[config.mk]
export PLATFORM = sky130hd
export DESIGN_NAME = double_ended_queue_core
export DESIGN_NICKNAME = d
export VERILOG_FILES = /design/src/hw/rtl/deq_pkg.sv /design/src/hw/rtl/double_ended_queue_core.sv /design/src/hw/rtl/deq_ram.sv
export SDC_FILE = /design/constraint.sdc
export NUM_CORES = 2
export LEC_CHECK = 0
export ABC_AREA = 0
export CAP_MARGIN = 20
export CORE_MARGIN = 4
export CORE_UTILIZATION = 57
export DETAILED_ROUTE_END_ITERATION = 8
export DONT_BUFFER_PORTS = 1
export GPL_TIMING_DRIVEN = 1
export PLACE_DENSITY = 0.75
export SYNTH_ARGS = -nofsm -noshare
export SYNTH_HDL_FRONTEND = slang
export SYNTH_SLANG_ARGS = --single-unit
[constraint.sdc]
create_clock -name clk_i -period 9.75 [get_ports clk_i]
set_input_delay 0.4875 -clock clk_i [delete_from_list [all_inputs] [get_ports clk_i]]
set_output_delay 0.4875 -clock clk_i [all_outputs]
set_load 0.01 [all_outputs]
[src/hw/rtl/deq_pkg.sv]
// ---------------------------------------------------------------------------
// deq_pkg
// types, constants and ring helpers of the double-ended queue
// ---------------------------------------------------------------------------
package deq_pkg;

  localparam int unsigned DEPTH  = 64;
  localparam int unsigned IDX_W  = $clog2(DEPTH);
  localparam int unsigned CNT_W  = $clog2(DEPTH + 1);
  localparam int unsigned WORD_W = 32;
  localparam int unsigned FUNC_W = 3;
  localparam int unsigned STAT_W = 2;

  typedef logic [IDX_W-1:0]         idx_t;
  typedef logic [CNT_W-1:0]         cnt_t;
  typedef logic signed [WORD_W-1:0] word_t;

  typedef enum logic [FUNC_W-1:0] {
    FUNC_PUSH_BACK  = 3'd0,
    FUNC_PUSH_FRONT = 3'd1,
    FUNC_POP_BACK   = 3'd2,
    FUNC_POP_FRONT  = 3'd3,
    FUNC_QUERY      = 3'd4
  } deq_func_e;

  typedef enum logic [STAT_W-1:0] {
    STATUS_OK        = 2'd0,
    STATUS_POP_EMPTY = 2'd1,
    STATUS_PUSH_FULL = 2'd2
  } deq_status_e;

  typedef enum logic [1:0] {
    ST_IDLE,
    ST_FETCH,
    ST_HOLD
  } deq_state_e;

  typedef struct packed {
    logic [FUNC_W-1:0] func;
    word_t             push_value;
  } in_item_t;

  typedef struct packed {
    word_t             popped_value;
    logic [STAT_W-1:0] status;
    word_t             front_value;
    word_t             back_value;
    cnt_t              entry_count;
    logic              is_empty;
  } out_item_t;

  function automatic idx_t ring_next(idx_t i);
    return (i == idx_t'(DEPTH - 1)) ? '0 : i + idx_t'(1);
  endfunction

  function automatic idx_t ring_prev(idx_t i);
    return (i == '0) ? idx_t'(DEPTH - 1) : i - idx_t'(1);
  endfunction

endpackage

[src/hw/rtl/double_ended_queue_core.sv]
// ---------------------------------------------------------------------------
// double_ended_queue_core
// double-ended queue of signed 32-bit words in a 64-entry ring buffer
// ---------------------------------------------------------------------------
// Each input transaction carries one operation (push back, push front, pop
// back, pop front, or a query for codes 4 to 7) and yields exactly one output
// transaction with the popped word, a status, the front and back words, the
// count and an empty flag. Words live in a 64-entry ram; the front and back
// words are also kept in registers so a push or a query finishes with no ram
// read. A successful pop passes through the fetch state, where it waits for
// the registered ram read of the word that becomes the new front or back.
// Pushes on a full queue and pops on an empty queue change nothing and
// report their status. One finished result may wait in the output register
// while the block takes the next transaction; if that one finishes before
// the output is taken, the block holds it and stalls input. The ram needs
// no clearing after reset, so the block takes transactions as soon as
// reset is released.
// ---------------------------------------------------------------------------
module double_ended_queue_core (
  input  logic                clk_i,
  input  logic                rst_ni,
  input  logic                in_valid_i,
  output logic                in_stall_o,
  input  deq_pkg::in_item_t   in_data_i,
  output logic                out_valid_o,
  input  logic                out_stall_i,
  output deq_pkg::out_item_t  out_data_o
);
  import deq_pkg::*;

  // control state
  deq_state_e state_q, state_d;
  idx_t       head_q, head_d;
  idx_t       tail_q, tail_d;
  cnt_t       count_q, count_d;
  logic       out_valid_q, out_valid_d;

  // payload registers
  word_t             front_q, front_d;
  word_t             back_q, back_d;
  logic              pop_back_q, pop_back_d;
  word_t             pend_popped_q, pend_popped_d;
  logic [STAT_W-1:0] pend_status_q, pend_status_d;
  out_item_t         out_q, out_d;

  // effect of the incoming operation
  word_t             op_popped;
  logic [STAT_W-1:0] op_status;
  idx_t              op_head, op_tail, op_waddr, op_raddr;
  cnt_t              op_count;
  word_t             op_front, op_back;
  logic              op_we, op_fetch, op_pop_back;

  // handshake
  logic in_fire;
  logic out_free;
  logic load_out;

  // ram port
  logic  ram_we, ram_re;
  word_t ram_rdata;

  // result source
  word_t             res_popped, res_front, res_back;
  logic [STAT_W-1:0] res_status;
  cnt_t              res_count;

  // only idle takes a transaction; the output slot frees when empty or taken
  assign in_stall_o = (state_q != ST_IDLE);
  assign in_fire    = in_valid_i && !in_stall_o;
  assign out_free   = !out_valid_q || !out_stall_i;

  // decode the operation against the current ring state
  always_comb begin
    op_popped   = '0;
    op_status   = STATUS_OK;
    op_head     = head_q;
    op_tail     = tail_q;
    op_count    = count_q;
    op_front    = front_q;
    op_back     = back_q;
    op_we       = 1'b0;
    op_waddr    = tail_q;
    op_fetch    = 1'b0;
    op_raddr    = head_q;
    op_pop_back = 1'b0;
    case (in_data_i.func)
      FUNC_PUSH_BACK: begin
        if (count_q == cnt_t'(DEPTH)) begin
          op_status = STATUS_PUSH_FULL;
        end else begin
          // write at the tail, new word is the back (and front if empty)
          op_we    = 1'b1;
          op_waddr = tail_q;
          op_tail  = ring_next(tail_q);
          op_count = count_q + cnt_t'(1);
          op_back  = in_data_i.push_value;
          if (count_q == '0) begin
            op_front = in_data_i.push_value;
          end
        end
      end
      FUNC_PUSH_FRONT: begin
        if (count_q == cnt_t'(DEPTH)) begin
          op_status = STATUS_PUSH_FULL;
        end else begin
          // step the head back and write there
          op_we    = 1'b1;
          op_waddr = ring_prev(head_q);
          op_head  = ring_prev(head_q);
          op_count = count_q + cnt_t'(1);
          op_front = in_data_i.push_value;
          if (count_q == '0) begin
            op_back = in_data_i.push_value;
          end
        end
      end
      FUNC_POP_BACK: begin
        if (count_q == '0) begin
          op_status = STATUS_POP_EMPTY;
        end else begin
          // new back sits two below the old tail
          op_popped   = back_q;
          op_tail     = ring_prev(tail_q);
          op_count    = count_q - cnt_t'(1);
          op_fetch    = 1'b1;
          op_raddr    = ring_prev(ring_prev(tail_q));
          op_pop_back = 1'b1;
        end
      end
      FUNC_POP_FRONT: begin
        if (count_q == '0) begin
          op_status = STATUS_POP_EMPTY;
        end else begin
          // new front sits one above the old head
          op_popped = front_q;
          op_head   = ring_next(head_q);
          op_count  = count_q - cnt_t'(1);
          op_fetch  = 1'b1;
          op_raddr  = ring_next(head_q);
        end
      end
      default: begin
        // query: nothing changes
      end
    endcase
  end

  assign ram_we = in_fire && op_we;
  assign ram_re = in_fire && op_fetch;

  deq_ram #(
    .WIDTH (WORD_W),
    .DEPTH (DEPTH)
  ) u_deq_ram (
    .clk_i   (clk_i),
    .we_i    (ram_we),
    .waddr_i (op_waddr),
    .wdata_i (in_data_i.push_value),
    .re_i    (ram_re),
    .raddr_i (op_raddr),
    .rdata_o (ram_rdata)
  );

  // next state
  always_comb begin
    state_d = state_q;
    case (state_q)
      ST_IDLE: begin
        if (in_fire) begin
          if (op_fetch) begin
            state_d = ST_FETCH;
          end else if (!out_free) begin
            state_d = ST_HOLD;
          end
        end
      end
      ST_FETCH: begin
        state_d = out_free ? ST_IDLE : ST_HOLD;
      end
      ST_HOLD: begin
        if (out_free) begin
          state_d = ST_IDLE;
        end
      end
      default: begin
        state_d = ST_IDLE;
      end
    endcase
  end

  // datapath and result loading per state
  always_comb begin
    head_d        = head_q;
    tail_d        = tail_q;
    count_d       = count_q;
    front_d       = front_q;
    back_d        = back_q;
    pop_back_d    = pop_back_q;
    pend_popped_d = pend_popped_q;
    pend_status_d = pend_status_q;
    load_out      = 1'b0;
    res_popped    = pend_popped_q;
    res_status    = pend_status_q;
    res_count     = count_q;
    case (state_q)
      ST_IDLE: begin
        if (in_fire) begin
          head_d        = op_head;
          tail_d        = op_tail;
          count_d       = op_count;
          front_d       = op_front;
          back_d        = op_back;
          pop_back_d    = op_pop_back;
          pend_popped_d = op_popped;
          pend_status_d = op_status;
          load_out      = !op_fetch && out_free;
        end
        res_popped = op_popped;
        res_status = op_status;
        res_count  = op_count;
      end
      ST_FETCH: begin
        // ram data is the word at the end that just moved
        if (pop_back_q) begin
          back_d = ram_rdata;
        end else begin
          front_d = ram_rdata;
        end
        load_out = out_free;
      end
      ST_HOLD: begin
        load_out = out_free;
      end
      default: begin
        load_out = 1'b0;
      end
    endcase
    res_front = front_d;
    res_back  = back_d;
  end

  // output register, loaded only when its slot is free
  always_comb begin
    out_valid_d = out_valid_q && out_stall_i;
    out_d       = out_q;
    if (load_out) begin
      out_valid_d          = 1'b1;
      out_d.popped_value   = res_popped;
      out_d.status         = res_status;
      out_d.front_value    = (res_count == '0) ? '0 : res_front;
      out_d.back_value     = (res_count == '0) ? '0 : res_back;
      out_d.entry_count    = res_count;
      out_d.is_empty       = (res_count == '0);
    end
  end

  always_ff @(posedge clk_i or negedge rst_ni) begin
    if (!rst_ni) begin
      state_q     <= ST_IDLE;
      head_q      <= '0;
      tail_q      <= '0;
      count_q     <= '0;
      out_valid_q <= 1'b0;
    end else begin
      state_q     <= state_d;
      head_q      <= head_d;
      tail_q      <= tail_d;
      count_q     <= count_d;
      out_valid_q <= out_valid_d;
    end
  end

  always_ff @(posedge clk_i) begin
    front_q       <= front_d;
    back_q        <= back_d;
    pop_back_q    <= pop_back_d;
    pend_popped_q <= pend_popped_d;
    pend_status_q <= pend_status_d;
    out_q         <= out_d;
  end

  assign out_valid_o = out_valid_q;
  assign out_data_o  = out_q;

endmodule

[src/hw/rtl/deq_ram.sv]
// ---------------------------------------------------------------------------
// deq_ram
// generic single-write, single-read ram with registered read data
// ---------------------------------------------------------------------------
module deq_ram #(
  parameter int unsigned WIDTH = 32,
  parameter int unsigned DEPTH = 64
) (
  input  logic                     clk_i,
  input  logic                     we_i,
  input  logic [$clog2(DEPTH)-1:0] waddr_i,
  input  logic [WIDTH-1:0]         wdata_i,
  input  logic                     re_i,
  input  logic [$clog2(DEPTH)-1:0] raddr_i,
  output logic [WIDTH-1:0]         rdata_o
);

  logic [WIDTH-1:0] mem_q [DEPTH];
  logic [WIDTH-1:0] rdata_q;

  always_ff @(posedge clk_i) begin
    if (we_i) begin
      mem_q[waddr_i] <= wdata_i;
    end
    if (re_i) begin
      rdata_q <= mem_q[raddr_i];
    end
  end

  assign rdata_o = rdata_q;

endmodule

# ---- Word level (Yosys, flattened, before mapping)
# Memories as Yosys holds them, arrays and structs flattened. A register that Yosys moved wholly into a read port is not among the register bits.
# Cells that the tools add are included.
# Widths: inputs -> output; s select.
dict set report word_totals {
  reg_bits 227
  ram_bits 2048
  inputBits 39
  out_inout_bits 108
  wordCells 121
  memories 1
}
# name words word_bits rd rd_ports_with_merged_regs write_ports line_no
set mem_list {}
lappend mem_list {u_deq_ram.mem_q 64 32 1 1 1 deq_ram.sv:18} ;# logic [WIDTH-1:0] mem_q [DEPTH];
dict set report op_classes {
  n_addsub 7
  n_eq_ne 14
  n_mux 56
  reduce_logical 27
}
# op count
set op_table {}
lappend op_table {{$mux 32} 13}
lappend op_table {{$pmux 32 s2} 5}
lappend op_table {{$mux 6} 12}
lappend op_table {{$pmux 6 s2} 3}
lappend op_table {{$mux 7} 3}
lappend op_table {{$logic_not 6->1} 3}
lappend op_table {{$sub 6x1->6 const B} 3}
lappend op_table {{$logic_not 7->1} 2}
lappend op_table {{$mux 2} 7}
lappend op_table {{$pmux 7 s2} 1}
lappend op_table {{$add 6x1->6 const B} 2}
lappend op_table {{$eq 6x6->1 const B} 2}
lappend op_table {{$ne 2x2->1 const B} 5}
lappend op_table {{$mux 1} 9}
lappend op_table {{$add 7x1->7 const B} 1}
lappend op_table {{$eq 7x7->1 const B} 1}
lappend op_table {{$sub 7x1->7 const B} 1}
lappend op_table {{$eq 3x2->1 const B} 2}
lappend op_table {{$pmux 2 s3} 1}
lappend op_table {{$reduce_bool 2->1} 3}
lappend op_table {{$reduce_or 2->1} 3}
lappend op_table {{$logic_and 1x1->1} 5}
lappend op_table {{$reduce_and 5->1} 1}
lappend op_table {{$logic_not 1->1} 4}
lappend op_table {{other kinds (12)} 12}

# ---- Depth between registers and ports, before layout
dict set report depth {
  ltp_word 8
  mapped_depth 18
  mapped_depth_nobuf 11
}

# ---- Modules after synthesis
# From an unflattened synthesis, not the netlist that was laid out.
dict set report unflattened {
  cells_unflattened 4609
  hier_area_um2 91442.7
}
# module instances cells_per_inst area_per_inst_um2 seq_area_each_um2
set by_module_without_submodules {}
lappend by_module_without_submodules {deq_ram 1 3324 78835.6 62459.9}
lappend by_module_without_submodules {double_ended_queue_core 1 1285 12607.1 6065.8}

# ---- Worst setup path after synthesis
# No wires, ideal clock.
dict set report synth_path {
  kind {flip-flop to flip-flop}
  start {reg state_q[0]}
  end {reg out_q, in the netlist out_data_o[0] (enable)}
  setup_ps 728
  arrival_time_ps 9687
  required_ps 9022
  setup_slack_ps -665
  path_stages_with_launch 8
  n_path_buf 1
  period_less_slack_ps 10415
  cell_sequence {dfrtp_1 -> inv_1 -> ha_1 -> buf_1 -> nand2_1 -> inv_2 -> a21oi_1 -> a211oi_1}
}
dict set report synth_between {
  elab_chain_len 5
  elab_cells_between_ends 9
  classes_between {eq/ne: 2; mux: 2; reduce/logical: 5}
}
# item line_no
set synth_lines {}
lappend synth_lines {{from (decl)} double_ended_queue_core.sv:32} ;# deq_state_e state_q, state_d;
lappend synth_lines {{from (signal assigned)} double_ended_queue_core.sv:266} ;# state_q <= state_d;
lappend synth_lines {{$reduce_bool 2->1} double_ended_queue_core.sv:69} ;# assign in_stall_o = (state_q != ST_IDLE);
lappend synth_lines {{$logic_not 1->1} double_ended_queue_core.sv:70} ;# assign in_fire = in_valid_i && !in_stall_o;
lappend synth_lines {{$logic_and 1x1->1} double_ended_queue_core.sv:70}
lappend synth_lines {{$mux 1} double_ended_queue_core.sv:208} ;# if (in_fire) begin
lappend synth_lines {{$pmux 1 s2 *} double_ended_queue_core.sv:206} ;# case (state_q)
lappend synth_lines {{net load_out} double_ended_queue_core.sv:57} ;# logic load_out;
lappend synth_lines {{to (signal assigned)} double_ended_queue_core.sv:280} ;# out_q <= out_d;
lappend synth_lines {{to (decl)} double_ended_queue_core.sv:44} ;# out_item_t out_q, out_d;
# The timed path passes the listed nets; every way through them passes the cells marked *.
# A chain may end at the register's enable or synchronous reset.

# ---- Worst setup path in the final report
dict set report layout_path {
  start {reg count_q[0]}
  end {reg u_deq_ram.rdata_q[23], in the netlist u_deq_ram.rdata_o[23], read port of u_deq_ram.mem_q, data pin}
}
dict set report layout_between {
  elab_chain_len 4
  elab_cells_between_ends 7
  classes_between {mux: 5; reduce/logical: 2}
}
# item line_no
set layout_lines {}
lappend layout_lines {{from (decl)} double_ended_queue_core.sv:35} ;# cnt_t count_q, count_d;
lappend layout_lines {{from (signal assigned)} double_ended_queue_core.sv:269} ;# count_q <= count_d;
lappend layout_lines {{$logic_not 7->1 *} {double_ended_queue_core.sv:119, double_ended_queue_core.sv:132}}
lappend layout_lines {{$mux 1} {double_ended_queue_core.sv:119, double_ended_queue_core.sv:132}}
lappend layout_lines {{$mux 1} -}
lappend layout_lines {{$logic_and 1x1->1} double_ended_queue_core.sv:150} ;# assign ram_re = in_fire && op_fetch;
lappend layout_lines {{to (decl)} deq_ram.sv:19} ;# logic [WIDTH-1:0] rdata_q;
# Every way passes the cells marked *; elsewhere a longest branch is shown, timed or not.

==> flow_summary_export.csv <==
group,metric,value,unit
run_status,status,"finished, final reports clean",
setup_path,path_max_fanout,49,
power_and_ir_drop,leakagePower,0.0342,uW
timing,fin_crit,6340,ps
power_and_ir_drop,finalPower,29500,uW
setup_path,r2r_slack,3410,ps
die,coreArea,0.161,sq mm
power_and_ir_drop,peakVddDrop,0.000271,V
synth,synth_edf_count,2221,
synth,synth_top_cell_area_share,0.720,
synth,ys_seq_area_frac,0.740,
routing,wl,261000,microns
timing,slew_headroom,0.118,
routing,vias,55600,
routing,routed_via_density,6.69,
clock_network,cts_sinks,2307,
power_and_ir_drop,pwr-share-comb,0.302,
clock_network,cts_setup_buffers,0,
synth,synth_seq_cells,2307,
clock_network,ctsHoldBuffers,71,
timing,tightest_slew,1310,ps
synth,yosysUniqueCellTypes,81,
die,rows,147,
global_route,track_usage,0.306,
power_and_ir_drop,p_seq_frac,0.412,
timing,rsz0062_at_grt,"no",
global_route,antenna_found_initial,43,
timing,final_max_slew_viol_count,0,
global_route,overflow,0,
timing,max_freq,0.158,GHz
setup_path,worst_ep_arrival_time,7080,ps
timing,finalSetupViolations,0,
routing,drtPass1Iterations,9,
global_route,grt_pass1_vias,52700,
clock_network,cts_root_buf,"clkbuf_16",
timing,fin_setup_tns,0,ps
die,die-area,0.169,sq mm
final_layout,utilization,0.645,
setup_path,crit_type,"register to register",
power_and_ir_drop,p_sw,10000,uW
synth,yosys-top-cells-area,"edfxtp_1 72%, mux4_2 5.4%, nand2_1 3.5%, mux2i_1 2.6%, nand3_1 2.1%",
die,pin_count,147,
routing,drt_iter0_drc,9230,
synth,syn_inst,5861,
power_and_ir_drop,p_sw_frac,0.339,
flow_run,maxCapViolCount,0,
global_route,grt_max_degree,130,
placed_design,port_buffers,0,
routing,drc_errors,0,
clock_network,clk_pin_slew_worst_paths,60,ps
global_route,grt_pass1_wl,373000,microns
die,start_util,0.575,
clock_network,cts.htree.levels,4,
placed_design,dp_hpwl,134000,microns
synth,synth_top_area_cell,"edfxtp_1",
clock_network,cts-resized-gates,0,
clock_network,clock_path_buffers,3,
final_layout,finalNetCount,5969,
timing,fin_skew,52.5,ps
setup_path,worstPathRequired,10490,ps
clock_network,cts-buffers-inserted,219,
hold_path,hp-class,"primary input to register",
die,die_x,411,microns
timing,min_period_over_period,0.650,
final_layout,layout-drive-gt1-share,0.151,
synth,synth_nets,5914,
clock_network,cts_tree,"built",
setup_path,setup.worst_path.start_class,"register",
power_and_ir_drop,powerDensity,284,mW/mm^2
setup_path,worstSetupEndpointType,"register",
final_layout,area_delta_synth_final,12.1,%
die,die_h,411,microns
clock_network,clk-insertion-delay-late,890,ps
routing,postRouteAntennaNets,0,
synth,yosys_warnings,0,
power_and_ir_drop,internal_power,19500,uW
placed_design,globalplace.congestion,0.865,
timing,finalHoldViolations,0,
routing,drt-wirelength-per-cell,31.4,microns
synth,synth_area_per_cell,15.8,sq um
power_and_ir_drop,clock_power_share,0.286,
synth,syn_area,0.0926,sq mm
synth,ys_async_sr_fraction,0.00954,
synth,synth_flop_cell,"edfxtp_1",
## worst paths after layout
kind,from,endpoint,cells past startpoint
max,count_q[0],u_deq_ram.rdata_o[23],14
min,in_data_i[7],back_q[7],3
max reg2reg,count_q[0],u_deq_ram.rdata_o[23],14
min reg2reg,pend_popped_q[31],out_data_o[105],1
max in group asynchronous,rst_ni,head_q[5],2
min in group asynchronous,rst_ni,count_q[5],2
## sequential cells by signal, summed over array words and instances (netlist names), 6 cells and up
register / flops
pend_popped_q: 32
u_deq_ram.mem_q: 2048
front_q: 32
out_data_o: 106
head_q: 6
tail_q: 6
u_deq_ram.rdata_o: 32
count_q: 7
back_q: 32
## metrics by stage
step                instance area, sq um  cells  hold slack, ps  setup slack (ps)
floorplan                          92600   5861             192              3020
global placement                   95200   7779             193              2920
detailed placement                 95200   7783             193              3530
CTS                               104000   8260            1.88              3480
global route                      104000   8302            15.4              3300
finish                            104000   8314            43.0              3410
## power by group through the flow
stage	Combinational (uW)	Sequential [uW]	Clock, uW
3_3_place_gp	8270	12300	0
5_1_grt	9420	12200	8940
3_5_place_dp	8430	12300	0
4_1_cts	8710	12100	8480
6_report	8900	12100	8430
2_1_floorplan	6100	12100	0
## synth_stat cells (65+ instances only)
cell      instances
clkbuf_1        184
nand3_1         393
a21oi_1         201
and2_1           71
mux4_2          224
edfxtp_1       2221
mux2i_1         238
nor2_1          154
mux2_2          104
o22ai_1          65
buf_2           118
nand2_1         856
o21ai_0         291
## placed cells by master (no fill, tap or decap), types with 19 or more instances in the layout
| cell type | netlist | final |
|---|---|---|
| a22oi_1 | 47 | 47 |
| a22o_1 | 22 | 22 |
| mux2_2 | 104 | 104 |
| dfrtp_1 | 22 | 22 |
| and4_1 | 32 | 32 |
| buf_16 | 0 | 33 |
| nand2_1 | 856 | 855 |
| inv_1 | 44 | 44 |
| buf_4 | 35 | 135 |
| o2bb2ai_1 | 64 | 64 |
| clkbuf_16 | 0 | 219 |
| clkbuf_1 | 184 | 59 |
| edfxtp_1 | 2221 | 2221 |
| nor4_1 | 34 | 31 |
| nor2_1 | 154 | 82 |
| clkinv_2 | 0 | 32 |
| a221o_1 | 38 | 38 |
| mux4_2 | 224 | 224 |
| nand3_1 | 393 | 393 |
| clkinv_1 | 1 | 44 |
| and3_1 | 45 | 45 |
| bufinv_16 | 0 | 19 |
| nor2_4 | 0 | 66 |
| a21oi_1 | 201 | 201 |
| a311oi_1 | 36 | 36 |
| dfxtp_1 | 64 | 64 |
| nand4_1 | 31 | 31 |
| dlygate4sd3_1 | 0 | 38 |
| and2_1 | 71 | 70 |
| o21ai_0 | 291 | 291 |
| mux2i_1 | 238 | 238 |
| a311o_1 | 32 | 32 |
| o22ai_1 | 65 | 65 |
| diode_2 | 0 | 53 |
## cell families (layout without fill, tap and decap cells)
kind of cell | after synthesis | count (layout) | share of synthesized area
buf+inv | 429 | 669 | 0.0222
xor+xnor | 11 | 11 | 0.00104
mux | 566 | 566 | 0.0929
flops | 2307 | 2307 | 0.740
compound gates | 865 | 865 | 0.0602
fa+ha+maj | 14 | 14 | 0.00189
other cells | 0 | 53 | 0
simple gates | 1669 | 1669 | 0.0817
## cell type report
cell class / count / area [sq um]
Tap cell: 2160 / 2700
Sequential cell: 2307 / 68500
Antenna cell: 53 / 133
Multi-Input combinational cell: 3125 / 22600
Inverter: 46 / 173
Clock inverter: 122 / 1370
Fill cell: 10700 / 57100
Timing Repair Buffer: 217 / 2480
Clock buffer: 284 / 5780
## per-layer routing
layer | vias to the layer above | wire (microns) | GRT usage | share of wire
met5 | - | 215 | 0 | 0.00082
met4 | 30 | 13800 | 0.152 | 0.053
met3 | 678 | 39300 | 0.105 | 0.15
met2 | 4251 | 114000 | 0.434 | 0.44
met1 | 27700 | 93800 | 0.428 | 0.36
li1 | 23000 | - | - | -
## worst max-delay path: stages (launching register included)
cell,delay (ps)
dfrtp_1,450
inv_1,100
ha_1,210
or3b_1,550
or2_2,760
nand2_8,350
inv_1,240
a31oi_4,420
buf_4,560
buf_4,700
mux4_2,340
o2bb2ai_1,210
nor4_1,810
buf_4,260
and4_1,170
No activity file was read; power rests on OpenSTA's default activity.
